## src/rtl/core/rx_timestamp_transition_calibrator_top_macros.svh

```systemverilog
// Assertion macros shared by the calibrator RTL.
`ifndef RX_TIMESTAMP_TRANSITION_CALIBRATOR_TOP_MACROS_SVH
`define RX_TIMESTAMP_TRANSITION_CALIBRATOR_TOP_MACROS_SVH

// Same-cycle implication.
`define RXTC_ASSERT_NOW(label, clk, rst, ante, cons, msg) \
   label: assert property (@(posedge clk) disable iff (rst) (ante) |-> (cons)) \
      else $error(msg);

// Next-cycle implication.
`define RXTC_ASSERT_NEXT(label, clk, rst, ante, cons, msg) \
   label: assert property (@(posedge clk) disable iff (rst) (ante) |=> (cons)) \
      else $error(msg);

`endif

```

## src/rtl/core/rxtc_pkg.sv

```systemverilog
package rxtc_pkg;

   localparam int PHASE_WIDTH    = 15;
   localparam int PERIOD_WIDTH   = 14;
   localparam int STEP_WIDTH     = 8;
   localparam int COUNT_WIDTH    = 4;
   localparam int STATUS_WIDTH   = 2;
   localparam int SETPOINT_WIDTH = 15;
   localparam int TRANS_WIDTH    = 14;
   localparam int PRODUCT_WIDTH  = COUNT_WIDTH + STEP_WIDTH;
   localparam int RANGE_WIDTH    = 16;
   localparam int CMP_WIDTH      = (PHASE_WIDTH > RANGE_WIDTH) ? PHASE_WIDTH : RANGE_WIDTH;
   // Averaging sum: two phases plus half a period, with a sign bit.
   localparam int SUM_WIDTH      = PHASE_WIDTH + 3;
   localparam int CSR_ADDR_WIDTH = 4;
   localparam int CSR_DATA_WIDTH = 32;

   localparam logic [PERIOD_WIDTH-1:0]  PERIOD_RESET   = 14'd8000;
   localparam logic [STEP_WIDTH-1:0]    STEP_RESET     = 8'd100;
   localparam logic [COUNT_WIDTH-1:0]   DEGLITCH_RESET = 4'd5;

   typedef enum logic [1:0] {
      CSR_PERIOD   = 2'd0,
      CSR_STEP     = 2'd1,
      CSR_DEGLITCH = 2'd2
   } csr_index_type;

   typedef enum logic [1:0] {
      MODE_INACTIVE = 2'd0,
      MODE_ACTIVE   = 2'd1,
      MODE_DONE     = 2'd2
   } det_mode_type;

   typedef enum logic [STATUS_WIDTH-1:0] {
      STATUS_SCAN  = 2'd0,
      STATUS_DONE  = 2'd1,
      STATUS_ERROR = 2'd2
   } status_type;

   typedef enum logic {
      OP_START  = 1'b0,
      OP_SAMPLE = 1'b1
   } opcode_type;

   typedef struct packed {
      logic clear;
      logic feed;
      logic store_norm;
   } det_ctrl_type;

   typedef struct packed {
      det_mode_type           mode_next;
      logic [PHASE_WIDTH-1:0] edge_fed;
      logic [PHASE_WIDTH-1:0] edge_next;
   } det_status_type;

endpackage

```

## src/rtl/core/rxtc_det.sv

```systemverilog
// Deglitching transition detector: an inactive run, then an active run.
module rxtc_det (
   input  logic                                clock,
   input  logic                                reset,
   input  rxtc_pkg::det_ctrl_type              ctrl,
   input  logic                                sample_bit,
   input  logic                                active_level,
   input  logic [rxtc_pkg::COUNT_WIDTH-1:0]    deglitch,
   input  logic [rxtc_pkg::PHASE_WIDTH-1:0]    scan_phase,
   input  logic [rxtc_pkg::PRODUCT_WIDTH-1:0]  product,
   input  logic [rxtc_pkg::PHASE_WIDTH-1:0]    norm_edge,
   output rxtc_pkg::det_status_type            status
);

   rxtc_pkg::det_mode_type mode_ff, mode_in;
   logic [rxtc_pkg::COUNT_WIDTH-1:0] run_ff, run_in, run_inc, run_idle;
   logic [rxtc_pkg::PHASE_WIDTH-1:0] edge_ff, edge_in, edge_fed, edge_calc;
   logic [rxtc_pkg::PHASE_WIDTH:0]   diff;
   logic                             is_active;

   assign is_active = (sample_bit == active_level);
   assign run_inc   = (run_ff == '1) ? run_ff : run_ff + 1'b1;
   assign run_idle  = is_active ? '0 : run_inc;

   // Phase of the edge: the run started deglitch steps ago, clamped at zero.
   assign diff      = {1'b0, scan_phase} - (rxtc_pkg::PHASE_WIDTH + 1)'(product);
   assign edge_calc = diff[rxtc_pkg::PHASE_WIDTH] ? '0 : diff[rxtc_pkg::PHASE_WIDTH-1:0];

   always_comb begin
      mode_in  = mode_ff;
      run_in   = run_ff;
      edge_fed = edge_ff;
      if (ctrl.clear) begin
         mode_in  = rxtc_pkg::MODE_INACTIVE;
         run_in   = '0;
         edge_fed = '0;
      end else if (ctrl.feed) begin
         unique case (mode_ff)
            rxtc_pkg::MODE_INACTIVE: begin
               if (run_idle >= deglitch) begin
                  mode_in = rxtc_pkg::MODE_ACTIVE;
                  run_in  = '0;
               end else begin
                  run_in = run_idle;
               end
            end
            rxtc_pkg::MODE_ACTIVE: begin
               if (!is_active) begin
                  run_in = '0;
               end else begin
                  run_in = run_inc;
                  if (run_inc >= deglitch) begin
                     mode_in  = rxtc_pkg::MODE_DONE;
                     edge_fed = edge_calc;
                  end
               end
            end
            rxtc_pkg::MODE_DONE: begin
               mode_in = mode_ff;
            end
            default: begin
               mode_in = rxtc_pkg::MODE_INACTIVE;
            end
         endcase
      end
      edge_in = ctrl.store_norm ? norm_edge : edge_fed;
   end

   always_ff @(posedge clock) begin
      if (reset) begin
         mode_ff <= rxtc_pkg::MODE_INACTIVE;
         run_ff  <= '0;
         edge_ff <= '0;
      end else begin
         mode_ff <= mode_in;
         run_ff  <= run_in;
         edge_ff <= edge_in;
      end
   end

   assign status.mode_next = mode_in;
   assign status.edge_fed  = edge_fed;
   assign status.edge_next = edge_in;

endmodule

```

## src/rtl/core/rxtc_resolve.sv

```systemverilog
// Folds both edge phases into one period and averages them.
module rxtc_resolve (
   input  logic [rxtc_pkg::PERIOD_WIDTH-1:0] period,
   input  logic [rxtc_pkg::PHASE_WIDTH-1:0]  rise_raw,
   input  logic [rxtc_pkg::PHASE_WIDTH-1:0]  fall_raw,
   output logic [rxtc_pkg::PHASE_WIDTH-1:0]  rise_norm,
   output logic [rxtc_pkg::PHASE_WIDTH-1:0]  fall_norm,
   output logic [rxtc_pkg::TRANS_WIDTH-1:0]  transition
);

   logic [rxtc_pkg::PHASE_WIDTH-1:0] per, rise_1, fall_1;
   logic signed [rxtc_pkg::SUM_WIDTH-1:0] sum, half_s, per_s, adj, adj_round, halved, wrapped;

   assign per = rxtc_pkg::PHASE_WIDTH'(period);

   // At most two subtractions of the period.
   assign rise_1    = (rise_raw >= per) ? rise_raw - per : rise_raw;
   assign rise_norm = (rise_1 >= per) ? rise_1 - per : rise_1;
   assign fall_1    = (fall_raw >= per) ? fall_raw - per : fall_raw;
   assign fall_norm = (fall_1 >= per) ? fall_1 - per : fall_1;

   assign sum    = $signed(rxtc_pkg::SUM_WIDTH'(rise_norm))
                 + $signed(rxtc_pkg::SUM_WIDTH'(fall_norm));
   assign half_s = $signed(rxtc_pkg::SUM_WIDTH'(period >> 1));
   assign per_s  = $signed(rxtc_pkg::SUM_WIDTH'(period));

   // When the two phases are equal, the falling phase is left out and only the rising phase
   // is halved.
   always_comb begin
      if (fall_norm > rise_norm) begin
         adj = sum - half_s;
      end else if (fall_norm < rise_norm) begin
         adj = sum + half_s;
      end else begin
         adj = $signed(rxtc_pkg::SUM_WIDTH'(rise_norm));
      end
   end

   // Halving that truncates toward zero.
   assign adj_round = adj + $signed(rxtc_pkg::SUM_WIDTH'(adj[rxtc_pkg::SUM_WIDTH-1]));
   assign halved    = adj_round >>> 1;

   always_comb begin
      if (halved[rxtc_pkg::SUM_WIDTH-1]) begin
         wrapped = halved + per_s;
      end else if (halved >= per_s) begin
         wrapped = halved - per_s;
      end else begin
         wrapped = halved;
      end
   end

   assign transition = wrapped[rxtc_pkg::SUM_WIDTH-1] ? '0
                                                      : wrapped[rxtc_pkg::TRANS_WIDTH-1:0];

endmodule

```

## src/rtl/core/rx_timestamp_transition_calibrator_top.sv

```systemverilog
// An accepted request is loaded into the input register; its result is then loaded into the
// result register once that register is empty or is being drained.
// Throughput: one transaction per clock cycle while the result channel is not stalled, limited
// by the single state-update pass. Reset is synchronous and active high: it empties both
// registers, clears scan state and both detectors, and loads period, step, deglitch with 8000, 100, 5.
module rx_timestamp_transition_calibrator_top (
   input  logic                                 clock,
   input  logic                                 reset,
   // Request channel.
   input  logic                                 req_valid,
   output logic                                 req_ready,
   input  logic                                 req_opcode,
   input  logic                                 req_flip_bit,
   // Result channel.
   output logic                                 rsp_valid,
   input  logic                                 rsp_ready,
   output logic [rxtc_pkg::STATUS_WIDTH-1:0]    rsp_status,
   output logic [rxtc_pkg::SETPOINT_WIDTH-1:0]  rsp_shift_setpoint,
   output logic [rxtc_pkg::TRANS_WIDTH-1:0]     rsp_transition_phase,
   output logic [rxtc_pkg::TRANS_WIDTH-1:0]     rsp_rising_phase,
   output logic [rxtc_pkg::TRANS_WIDTH-1:0]     rsp_falling_phase,
   // Configuration port.
   input  logic                                 csr_psel,
   input  logic                                 csr_penable,
   input  logic                                 csr_pwrite,
   input  logic [rxtc_pkg::CSR_ADDR_WIDTH-1:0]  csr_paddr,
   input  logic [rxtc_pkg::CSR_DATA_WIDTH-1:0]  csr_pwdata,
   output logic [rxtc_pkg::CSR_DATA_WIDTH-1:0]  csr_prdata,
   output logic                                 csr_pready
);

`include "rx_timestamp_transition_calibrator_top_macros.svh"

   // ---------------------------------------------------------------------------------------
   // Configuration registers. The step product and the scan range follow the registers
   // directly, so a write takes effect on the very next transaction.
   // ---------------------------------------------------------------------------------------
   logic [rxtc_pkg::PERIOD_WIDTH-1:0]  period_ff, period_in;
   logic [rxtc_pkg::STEP_WIDTH-1:0]    step_ff, step_in;
   logic [rxtc_pkg::COUNT_WIDTH-1:0]   deglitch_ff, deglitch_in;
   logic [rxtc_pkg::PRODUCT_WIDTH-1:0] step_product;
   logic [rxtc_pkg::RANGE_WIDTH-1:0]   scan_range;
   rxtc_pkg::csr_index_type            csr_index;
   logic                               csr_write;

   assign csr_pready = 1'b1;
   assign csr_write  = csr_psel && csr_penable && csr_pwrite && csr_pready;
   assign csr_index  = rxtc_pkg::csr_index_type'(csr_paddr[3:2]);

   always_comb begin
      period_in   = period_ff;
      step_in     = step_ff;
      deglitch_in = deglitch_ff;
      csr_prdata  = '0;
      unique case (csr_index)
         rxtc_pkg::CSR_PERIOD: begin
            csr_prdata = rxtc_pkg::CSR_DATA_WIDTH'(period_ff);
            if (csr_write) begin
               period_in = csr_pwdata[rxtc_pkg::PERIOD_WIDTH-1:0];
            end
         end
         rxtc_pkg::CSR_STEP: begin
            csr_prdata = rxtc_pkg::CSR_DATA_WIDTH'(step_ff);
            if (csr_write) begin
               step_in = csr_pwdata[rxtc_pkg::STEP_WIDTH-1:0];
            end
         end
         rxtc_pkg::CSR_DEGLITCH: begin
            csr_prdata = rxtc_pkg::CSR_DATA_WIDTH'(deglitch_ff);
            if (csr_write) begin
               deglitch_in = csr_pwdata[rxtc_pkg::COUNT_WIDTH-1:0];
            end
         end
         default: begin
            csr_prdata = '0;
         end
      endcase
   end

   // The scan ends at one period plus three deglitch windows.
   assign step_product = rxtc_pkg::PRODUCT_WIDTH'(deglitch_ff)
                       * rxtc_pkg::PRODUCT_WIDTH'(step_ff);
   assign scan_range   = rxtc_pkg::RANGE_WIDTH'(period_ff)
                       + rxtc_pkg::RANGE_WIDTH'(step_product)
                       + (rxtc_pkg::RANGE_WIDTH'(step_product) << 1);

   always_ff @(posedge clock) begin
      if (reset) begin
         period_ff   <= rxtc_pkg::PERIOD_RESET;
         step_ff     <= rxtc_pkg::STEP_RESET;
         deglitch_ff <= rxtc_pkg::DEGLITCH_RESET;
      end else begin
         period_ff   <= period_in;
         step_ff     <= step_in;
         deglitch_ff <= deglitch_in;
      end
   end

   // ---------------------------------------------------------------------------------------
   // Input register. A request is taken whenever the register is empty or is being drained
   // into the result register in the same cycle, so transactions flow back to back.
   // ---------------------------------------------------------------------------------------
   logic                 s1_valid_ff, s1_valid_in;
   rxtc_pkg::opcode_type s1_op_ff;
   logic                 s1_bit_ff;
   logic                 advance;
   logic                 rsp_valid_ff, rsp_valid_in;

   assign advance     = s1_valid_ff && (!rsp_valid_ff || rsp_ready);
   assign req_ready   = !s1_valid_ff || advance;
   assign s1_valid_in = (req_valid && req_ready) ? 1'b1 : (advance ? 1'b0 : s1_valid_ff);

   always_ff @(posedge clock) begin
      if (reset) begin
         s1_valid_ff <= 1'b0;
      end else begin
         s1_valid_ff <= s1_valid_in;
      end
   end

   always_ff @(posedge clock) begin
      if (req_valid && req_ready) begin
         s1_op_ff  <= rxtc_pkg::opcode_type'(req_opcode);
         s1_bit_ff <= req_flip_bit;
      end
   end

   // ---------------------------------------------------------------------------------------
   // Scan state update. A start clears the scan state and both detectors. A sample while
   // scanning feeds both detectors and then runs the end test against the phase it was taken
   // at. After the end, samples only repeat the final result.
   // ---------------------------------------------------------------------------------------
   logic [rxtc_pkg::PHASE_WIDTH-1:0] scan_phase_ff, scan_phase_in;
   rxtc_pkg::status_type             status_ff, status_in;
   logic [rxtc_pkg::TRANS_WIDTH-1:0] final_trans_ff, final_trans_in;
   logic                             is_start, sample_live, at_end, both_done;
   rxtc_pkg::det_ctrl_type           det_ctrl;
   rxtc_pkg::det_status_type         rise_st, fall_st;
   logic [rxtc_pkg::PHASE_WIDTH-1:0] rise_norm, fall_norm;
   logic [rxtc_pkg::TRANS_WIDTH-1:0] resolved;

   assign is_start    = (s1_op_ff == rxtc_pkg::OP_START);
   assign sample_live = !is_start && (status_ff == rxtc_pkg::STATUS_SCAN);
   assign at_end      = rxtc_pkg::CMP_WIDTH'(scan_phase_ff) >= rxtc_pkg::CMP_WIDTH'(scan_range);
   assign both_done   = (rise_st.mode_next == rxtc_pkg::MODE_DONE)
                     && (fall_st.mode_next == rxtc_pkg::MODE_DONE);

   assign det_ctrl.clear      = advance && is_start;
   assign det_ctrl.feed       = advance && sample_live;
   assign det_ctrl.store_norm = advance && sample_live && at_end && both_done;

   rxtc_det u_rise_det (
      .clock        (clock),
      .reset        (reset),
      .ctrl         (det_ctrl),
      .sample_bit   (s1_bit_ff),
      .active_level (1'b1),
      .deglitch     (deglitch_ff),
      .scan_phase   (scan_phase_ff),
      .product      (step_product),
      .norm_edge    (rise_norm),
      .status       (rise_st)
   );

   rxtc_det u_fall_det (
      .clock        (clock),
      .reset        (reset),
      .ctrl         (det_ctrl),
      .sample_bit   (s1_bit_ff),
      .active_level (1'b0),
      .deglitch     (deglitch_ff),
      .scan_phase   (scan_phase_ff),
      .product      (step_product),
      .norm_edge    (fall_norm),
      .status       (fall_st)
   );

   // Works on the edges as they stand after this sample, so an edge found on the very last
   // sample of the scan is folded in as well.
   rxtc_resolve u_resolve (
      .period     (period_ff),
      .rise_raw   (rise_st.edge_fed),
      .fall_raw   (fall_st.edge_fed),
      .rise_norm  (rise_norm),
      .fall_norm  (fall_norm),
      .transition (resolved)
   );

   always_comb begin
      scan_phase_in  = scan_phase_ff;
      status_in      = status_ff;
      final_trans_in = final_trans_ff;
      if (advance) begin
         if (is_start) begin
            scan_phase_in  = '0;
            status_in      = rxtc_pkg::STATUS_SCAN;
            final_trans_in = '0;
         end else if (sample_live) begin
            if (at_end) begin
               if (both_done) begin
                  status_in      = rxtc_pkg::STATUS_DONE;
                  final_trans_in = resolved;
               end else begin
                  status_in = rxtc_pkg::STATUS_ERROR;
               end
            end else begin
               // Wraps at the phase register width.
               scan_phase_in = scan_phase_ff + rxtc_pkg::PHASE_WIDTH'(step_ff);
            end
         end
      end
   end

   always_ff @(posedge clock) begin
      if (reset) begin
         scan_phase_ff  <= '0;
         status_ff      <= rxtc_pkg::STATUS_SCAN;
         final_trans_ff <= '0;
      end else begin
         scan_phase_ff  <= scan_phase_in;
         status_ff      <= status_in;
         final_trans_ff <= final_trans_in;
      end
   end

   // ---------------------------------------------------------------------------------------
   // Result register. Every transaction yields one result, built from the state as it stands
   // after the update. Phase fields read zero unless the calibration is done.
   // ---------------------------------------------------------------------------------------
   logic [rxtc_pkg::STATUS_WIDTH-1:0]   rsp_status_ff;
   logic [rxtc_pkg::SETPOINT_WIDTH-1:0] rsp_setpoint_ff;
   logic [rxtc_pkg::TRANS_WIDTH-1:0]    rsp_transition_ff, rsp_rising_ff, rsp_falling_ff;
   logic                                done_next;

   assign done_next    = (status_in == rxtc_pkg::STATUS_DONE);
   assign rsp_valid_in = advance ? 1'b1 : (rsp_ready ? 1'b0 : rsp_valid_ff);

   always_ff @(posedge clock) begin
      if (reset) begin
         rsp_valid_ff <= 1'b0;
      end else begin
         rsp_valid_ff <= rsp_valid_in;
      end
   end

   always_ff @(posedge clock) begin
      if (advance) begin
         rsp_status_ff     <= status_in;
         rsp_setpoint_ff   <= scan_phase_in[rxtc_pkg::SETPOINT_WIDTH-1:0];
         rsp_transition_ff <= done_next ? final_trans_in : '0;
         rsp_rising_ff     <= done_next ? rise_st.edge_next[rxtc_pkg::TRANS_WIDTH-1:0] : '0;
         rsp_falling_ff    <= done_next ? fall_st.edge_next[rxtc_pkg::TRANS_WIDTH-1:0] : '0;
      end
   end

   assign rsp_valid            = rsp_valid_ff;
   assign rsp_status           = rsp_status_ff;
   assign rsp_shift_setpoint   = rsp_setpoint_ff;
   assign rsp_transition_phase = rsp_transition_ff;
   assign rsp_rising_phase     = rsp_rising_ff;
   assign rsp_falling_phase    = rsp_falling_ff;

   // ---------------------------------------------------------------------------------------
   // Assertions.
   // ---------------------------------------------------------------------------------------
   `RXTC_ASSERT_NOW(a_ready_when_empty, clock, reset, !rsp_valid_ff, req_ready, "request stalled with empty result register")
   `RXTC_ASSERT_NOW(a_phases_only_when_done, clock, reset, rsp_valid_ff && (rsp_status_ff != rxtc_pkg::STATUS_DONE), (rsp_transition_ff == '0) && (rsp_rising_ff == '0) && (rsp_falling_ff == '0), "phase fields nonzero without done status")
   `RXTC_ASSERT_NEXT(a_frozen_after_end, clock, reset, advance && (s1_op_ff == rxtc_pkg::OP_SAMPLE) && (status_ff != rxtc_pkg::STATUS_SCAN), $stable(scan_phase_ff) && $stable(status_ff) && $stable(final_trans_ff), "scan state changed after the scan ended")
   `RXTC_ASSERT_NEXT(a_start_clears, clock, reset, advance && (s1_op_ff == rxtc_pkg::OP_START), (scan_phase_ff == '0) && (status_ff == rxtc_pkg::STATUS_SCAN) && rsp_valid_ff, "start did not clear the scan")
   `RXTC_ASSERT_NOW(a_done_has_edges, clock, reset, (status_ff == rxtc_pkg::STATUS_DONE) && !det_ctrl.clear, (rise_st.mode_next == rxtc_pkg::MODE_DONE) && (fall_st.mode_next == rxtc_pkg::MODE_DONE), "done status with an unfinished detector")

endmodule
```

## config.mk

```make
export PLATFORM = sky130hd
export DESIGN_NAME = rx_timestamp_transition_calibrator_top
export DESIGN_NICKNAME = d
export VERILOG_FILES = /design/src/rtl/core/rxtc_pkg.sv /design/src/rtl/core/rxtc_det.sv /design/src/rtl/core/rxtc_resolve.sv /design/src/rtl/core/rx_timestamp_transition_calibrator_top.sv
export VERILOG_INCLUDE_DIRS = /design/src /design/src/rtl/core
export SDC_FILE = /design/constraint.sdc
export NUM_CORES = 1
export LEC_CHECK = 0
export ABC_AREA = 1
export CORE_MARGIN = 2
export CORE_UTILIZATION = 40
export CTS_BUF_LIST = sky130_fd_sc_hd__clkbuf_16
export DETAILED_ROUTE_END_ITERATION = 7
export DONT_BUFFER_PORTS = 1
export PLACE_DENSITY_LB_ADDON = 0.2
export REMOVE_ABC_BUFFERS = 1
export SLEW_MARGIN = 20
export SYNTH_ARGS = -nofsm -noshare
export SYNTH_HDL_FRONTEND = slang
export SYNTH_SLANG_ARGS = --single-unit
export TNS_END_PERCENT = 100
```

## constraint.sdc

```tcl
create_clock -name clock -period 32.1 [get_ports clock]
set_input_delay 1.605 -clock clock [delete_from_list [all_inputs] [get_ports clock]]
set_output_delay 1.605 -clock clock [all_outputs]
set_load 0.01 [all_outputs]
```

==> results of run 1 <==
[where the power goes]
part | switching [mW] | total (mW) | leakage [nW] | internal, mW
clock network | 0.107 | 0.211 | 0.289 | 0.104
logic | 0.0771 | 0.121 | 7.91 | 0.0440
registers | 0.00612 | 0.224 | 1.40 | 0.218
total | 0.190 | 0.556 | 9.60 | 0.366
[metrics by stage]
stage / hold slack (ps) / utilization
6_report: 495 / 0.430
5_1_grt: 527 / 0.430
4_1_cts: 495 / 0.430
3_5_place_dp: 483 / 0.417
3_3_place_gp: 475 / 0.417
2_1_floorplan: 461 / -
[cell usage in the layout (no fill, tap or decap), drive strengths merged, types with 30 or more instances in the layout]
cell / n
edfxtp: 61
xnor2: 37
o21ai: 200
nor3: 30
nand2: 584
inv: 391
ha: 224
buf: 31
xor2: 93
fa: 35
nor2: 239
nand3: 146
a21oi: 263
dfxtp: 101
[worst paths after layout]
check / start / end / slack [ps] / depth (start not counted)
max: deglitch_ff[1] / rsp_transition_phase[4] / 13350 / 105
min: final_trans_ff[8] / final_trans_ff[8] / 490 / 2
max reg2reg: deglitch_ff[1] / rsp_transition_phase[4] / 13350 / 105
min reg2reg: final_trans_ff[8] / final_trans_ff[8] / 490 / 2
[per-layer routing]
metal  global-route usage  wire length [µm]  share of wire
met1                0.330             27000           0.47
met2                0.418             26700           0.46
met3               0.0300              2460          0.042
met4               0.0896              1860          0.032
met5                    0                 0              0
[Yosys cell counts, types with 18 or more instances]
| cell | n | area [µm²] |
|---|---|---|
| clkbuf_1 | 54 | 203 |
| nand2_2 | 26 | 163 |
| xor2_1 | 93 | 815 |
| o21bai_1 | 18 | 135 |
| dfxtp_1 | 101 | 2020 |
| ha_1 | 224 | 2800 |
| nand2_1 | 549 | 2060 |
| o21ai_1 | 22 | 110 |
| nor2_1 | 218 | 818 |
| a21oi_1 | 260 | 1300 |
| o21ai_0 | 170 | 851 |
| buf_4 | 23 | 173 |
| xnor2_1 | 37 | 324 |
| fa_1 | 35 | 701 |
| inv_1 | 363 | 1360 |
| nor3_1 | 27 | 135 |
| edfxtp_1 | 61 | 1830 |
| nand3_1 | 130 | 651 |
[registers in the layout, indices dropped and copies added, names as in the netlist, 8 cells and up]
signal / cells
period_ff: 14
final_trans_ff: 14
rsp_rising_phase: 14
rsp_falling_phase: 14
u_fall_det.edge_ff: 15
u_rise_det.edge_ff: 15
rsp_transition_phase: 14
rsp_shift_setpoint: 15
step_ff: 8
scan_phase_ff: 15
[final cells by class]
| type | instances | area [µm²] |
|---|---|---|
| Clock inverter | 15 | 156 |
| Antenna cell | 1 | 2.50 |
| Clock buffer | 17 | 425 |
| Timing Repair Buffer | 31 | 233 |
| Sequential cell | 162 | 3850 |
| Tap cell | 600 | 751 |
| Inverter | 384 | 1450 |
| Multi-Input combinational cell | 2028 | 12600 |
| Fill cell | 4779 | 25800 |
[worst register-to-register path: cells and delay by family, from the launching register on]
kind / cells / cell delay, ps
compound gates: 31 / 6470
simple gates: 49 / 5250
fa+ha+maj: 11 / 4060
buf+inv: 12 / 1870
xor+xnor: 2 / 540
flops: 1 / 410
[kinds of logic after synthesis]
family,share of synthesized area
AOI/OAI and AO/OA,0.173
xor gates and xnor gates,0.0623
adders and majority gates,0.192
buffers and inverters,0.104
DFF,0.211
muxes,0.00274
other,0.000411
and+or+nand+nor,0.256
==> impl_metrics.json, run 1 <==
{
  "status": "complete, no violations",
  "dr_total_vias": 17000,
  "critPathLaunchType": "flip-flop",
  "tightest_slew_ps": 1110,
  "cts_made_buffers": 17,
  "cp_common_cell": "nand2_1",
  "drtIter0Drc": 1183,
  "timing.final.ws_setup_ps": 13350,
  "port_buffers": 0,
  "first_global_vias": 16400,
  "synth_edf_count": 61,
  "syn_avg_cell_area_um2": 6.91,
  "tns_ps": 0,
  "ctsLongestPathBuffers": 2,
  "rows": 78,
  "dpl-instance-area_mm2": 0.0189,
  "start_util": 0.404,
  "setup_viol": 0,
  "clk-insertion-delay-late_ps": 480,
  "synth_area_mm2": 0.0183,
  "fmax_mhz": 53.3,
  "die_area_mm2": 0.0474,
  "crit_type": "reg2reg",
  "die_h_um": 218,
  "finalWirelength_um": 58100,
  "power.leakage_nw": 9.60,
  "drive_gt1_frac": 0.0732,
  "post-place-ws_ps": 13480,
  "ir_drop_mv": 0.0693,
  "core_area_mm2": 0.0453,
  "drc": 0,
  "cp-end-kind": "flip-flop",
  "grt_max_degree": 65,
  "ys_seq_elements": 162,
  "area.growth.synth_to_final_pct": 6.56,
  "yosysSeqAreaShare": 0.211,
  "crit_slowest_cell": "fa_1",
  "hp-class": "reg2reg",
  "grt_overflow": 0,
  "critical_path_arrival_ps": 19030,
  "ctsHoldBuffers": 0,
  "first_pass_iters": 6,
  "p_per_area_mw_per_mm2": 28.5,
  "relSlewSlack": 0.255,
  "synthesis.instances": 2644,
  "path_buf_inv": 12,
  "maxSlewViolCount": 0,
  "period_share": 0.584,
  "grt_setup_unrepaired": "false",
  "ios": 139,
  "synth_cell_types": 66,
  "async_flop_share": 0,
  "synthFlopType": "dfxtp_1",
  "path_max_fanout": 26,
  "hpwl_um": 46200,
  "finClkSkew_ps": 14.5,
  "postLayoutCellArea_mm2": 0.0195,
  "critPathTopFamily": "compound AO/OA/AOI/OAI gates",
  "htree_levels": 4,
  "dp.cells": 3205,
  "ant_nets": 0,
  "grt_antenna_before_repair": 1,
  "hold_viol": 0,
  "drv_cap": 0,
  "final_nets": 2928,
  "gp_congestion": 0.921,
  "ys_warn_count": 0,
  "post-route-min-period_ps": 18750,
  "fp.dieW_um": 218,
  "groute.usage.overall": 0.249,
  "post_cts_buffers": 0,
  "drt-vias-per-instance": 5.26,
  "cts_tree": "done",
  "grt_pass1_wl_um": 91100,
  "wl_per_cell_um": 17.9,
  "clk_pin_slew_worst_paths_ps": 80,
  "max_stage_delay_ps": 550,
  "postCtsResizedCells": 0,
  "power_mw": 0.556,
  "fin_cells": 3238,
  "clock-sinks": 162,
  "clock-root-buffer": "clkbuf_16",
  "cp.required_ps": 32380
}
No activity file was read; power rests on OpenSTA's default activity.
==> inputs of run 2 (changes only) <==
==> constraint.sdc (replaced) <==
create_clock -name clock -period 19.15 [get_ports clock]
set_input_delay 0.9575 -clock clock [delete_from_list [all_inputs] [get_ports clock]]
set_output_delay 0.9575 -clock clock [all_outputs]
set_load 0.01 [all_outputs]
==> run 2 against run 1 <==
Final cell count up 0.34%. Clock power grew 63%. Worst hold slack got worse by 1.4 ps. Routed wire length rose by 0.81%.
==> impl_metrics.json, run 2 (same netlist as run 1, synthesis figures left out) <==
{
  "status": "complete, no violations",
  "hpwl_um": 46700,
  "dr_total_vias": 17100,
  "tightest_slew_ps": 914,
  "core_area_mm2": 0.0453,
  "ios": 139,
  "groute.usage.overall": 0.249,
  "ctsLongestPathBuffers": 2,
  "clock-sinks": 162,
  "fmax_mhz": 57.5,
  "layout_common_cells": "nand2_1 (548), inv_1 (360), a21oi_1 (258)",
  "drtIter0Drc": 1235,
  "first_pass_iters": 6,
  "path_max_fanout": 16,
  "grt_setup_unrepaired": "false",
  "area.growth.synth_to_final_pct": 7.10,
  "start_util": 0.404,
  "setup_viol": 0,
  "grt_overflow": 0,
  "critical_path_arrival_ps": 17680,
  "post-route-min-period_ps": 17390,
  "ctsHoldBuffers": 0,
  "cts_made_buffers": 17,
  "cp_common_cell": "nand2_1",
  "timing.final.ws_setup_ps": 1760,
  "critPathTopFamily": "compound AO/OA/AOI/OAI gates",
  "cp-end-kind": "flip-flop",
  "power_mw": 0.920,
  "drt-vias-per-instance": 5.27,
  "r2r_slack_ps": 1760,
  "rows": 78,
  "clk_pin_slew_worst_paths_ps": 70,
  "period_share": 0.908,
  "final_nets": 2939,
  "first_global_vias": 16200,
  "clock-root-buffer": "clkbuf_16",
  "fin_cells": 3249,
  "finalWirelength_um": 58600,
  "post-place-ws_ps": 720,
  "ir_drop_mv": 0.0586,
  "ant_nets": 0,
  "clk-insertion-delay-late_ps": 480,
  "drive_gt1_frac": 0.0804,
  "hp-class": "reg2reg",
  "cts_tree": "done",
  "die_area_mm2": 0.0474,
  "die_h_um": 218,
  "fp.dieW_um": 218,
  "cp.required_ps": 19440,
  "gp_congestion": 0.939,
  "port_buffers": 0,
  "drc": 0,
  "crit_type": "reg2reg",
  "fillers": 4780,
  "grt_antenna_before_repair": 1,
  "max_stage_delay_ps": 760,
  "final_common_cell": "nand2_1",
  "htree_levels": 4,
  "power.leakage_nw": 9.63,
  "critPathLaunchType": "flip-flop",
  "relSlewSlack": 0.391,
  "crit_slowest_cell": "o21ai_0",
  "hold_viol": 0,
  "wl_per_cell_um": 18.0,
  "maxSlewViolCount": 0,
  "grt_max_degree": 65,
  "fin_hold_ws_ps": 493,
  "dp.cells": 3209,
  "finClkSkew_ps": 16.2,
  "tns_ps": 0,
  "path_buf_inv": 12,
  "p_per_area_mw_per_mm2": 47.0,
  "grt_pass1_wl_um": 90800,
  "drv_cap": 0
}
[run 2: power by group]
part           total (mW)  internal [mW]  leakage (nW)  switching, mW
Combinational       0.202         0.0738          7.96          0.129
Clock               0.343          0.172         0.267          0.170
Sequential          0.375          0.365          1.40         0.0104
Total               0.920          0.611          9.63          0.309
[run 2: worst register-to-register path, delay by kind of cell (launching register included)]
family                   cells  cell delay (ps)
AO/OA/AOI/OAI               31             5970
adder cells (fa/ha/maj)     10             3560
flip-flops                   1              520
XOR/XNOR                     2              420
AND/OR/NAND/NOR             45             4880
buffers and inverters       12             1860
[run 2: worst paths after layout]
path,startpoint,end,cells past startpoint
worst min-delay path,final_trans_ff[0],final_trans_ff[0],2
worst max register to register,step_ff[2],rsp_transition_phase[4],100
worst min register to register,final_trans_ff[0],final_trans_ff[0],2
worst max-delay path,step_ff[2],rsp_transition_phase[4],100
[run 2: layer usage]
| layer | wire length, µm | GRT usage | vias up |
|---|---|---|---|
| li1 | - | - | 8657 |
| met1 | 27100 | 0.328 | 7888 |
| met2 | 26600 | 0.418 | 481 |
| met3 | 3070 | 0.0365 | 95 |
| met4 | 1880 | 0.0785 | 0 |
| met5 | 0 | 0 | - |
[run 2: what timing repair did]
action	in CTS	in global routing
resized for setup	0	15
setup buffers	0	6
setup endpoints to repair	0	28
[run 2: final cells by class]
class                           instances  area (µm²)  area share
Antenna cell                            1        2.50    0.000128
Clock buffer                           17         425      0.0217
Clock inverter                         15         139     0.00709
Inverter                              384        1450      0.0743
Multi-Input combinational cell       2028       12600       0.645
Sequential cell                       162        3860       0.197
Tap cell                              600         751      0.0384
Timing Repair Buffer                   41         308      0.0157
Timing Repair inverter                  1        5.00    0.000256
[run 2: stage by stage]
step	instance area, µm²	utilization
floorplan	17900	-
global placement	18900	0.418
detailed placement	18900	0.418
CTS	19500	0.430
global route	19600	0.432
finish	19600	0.432
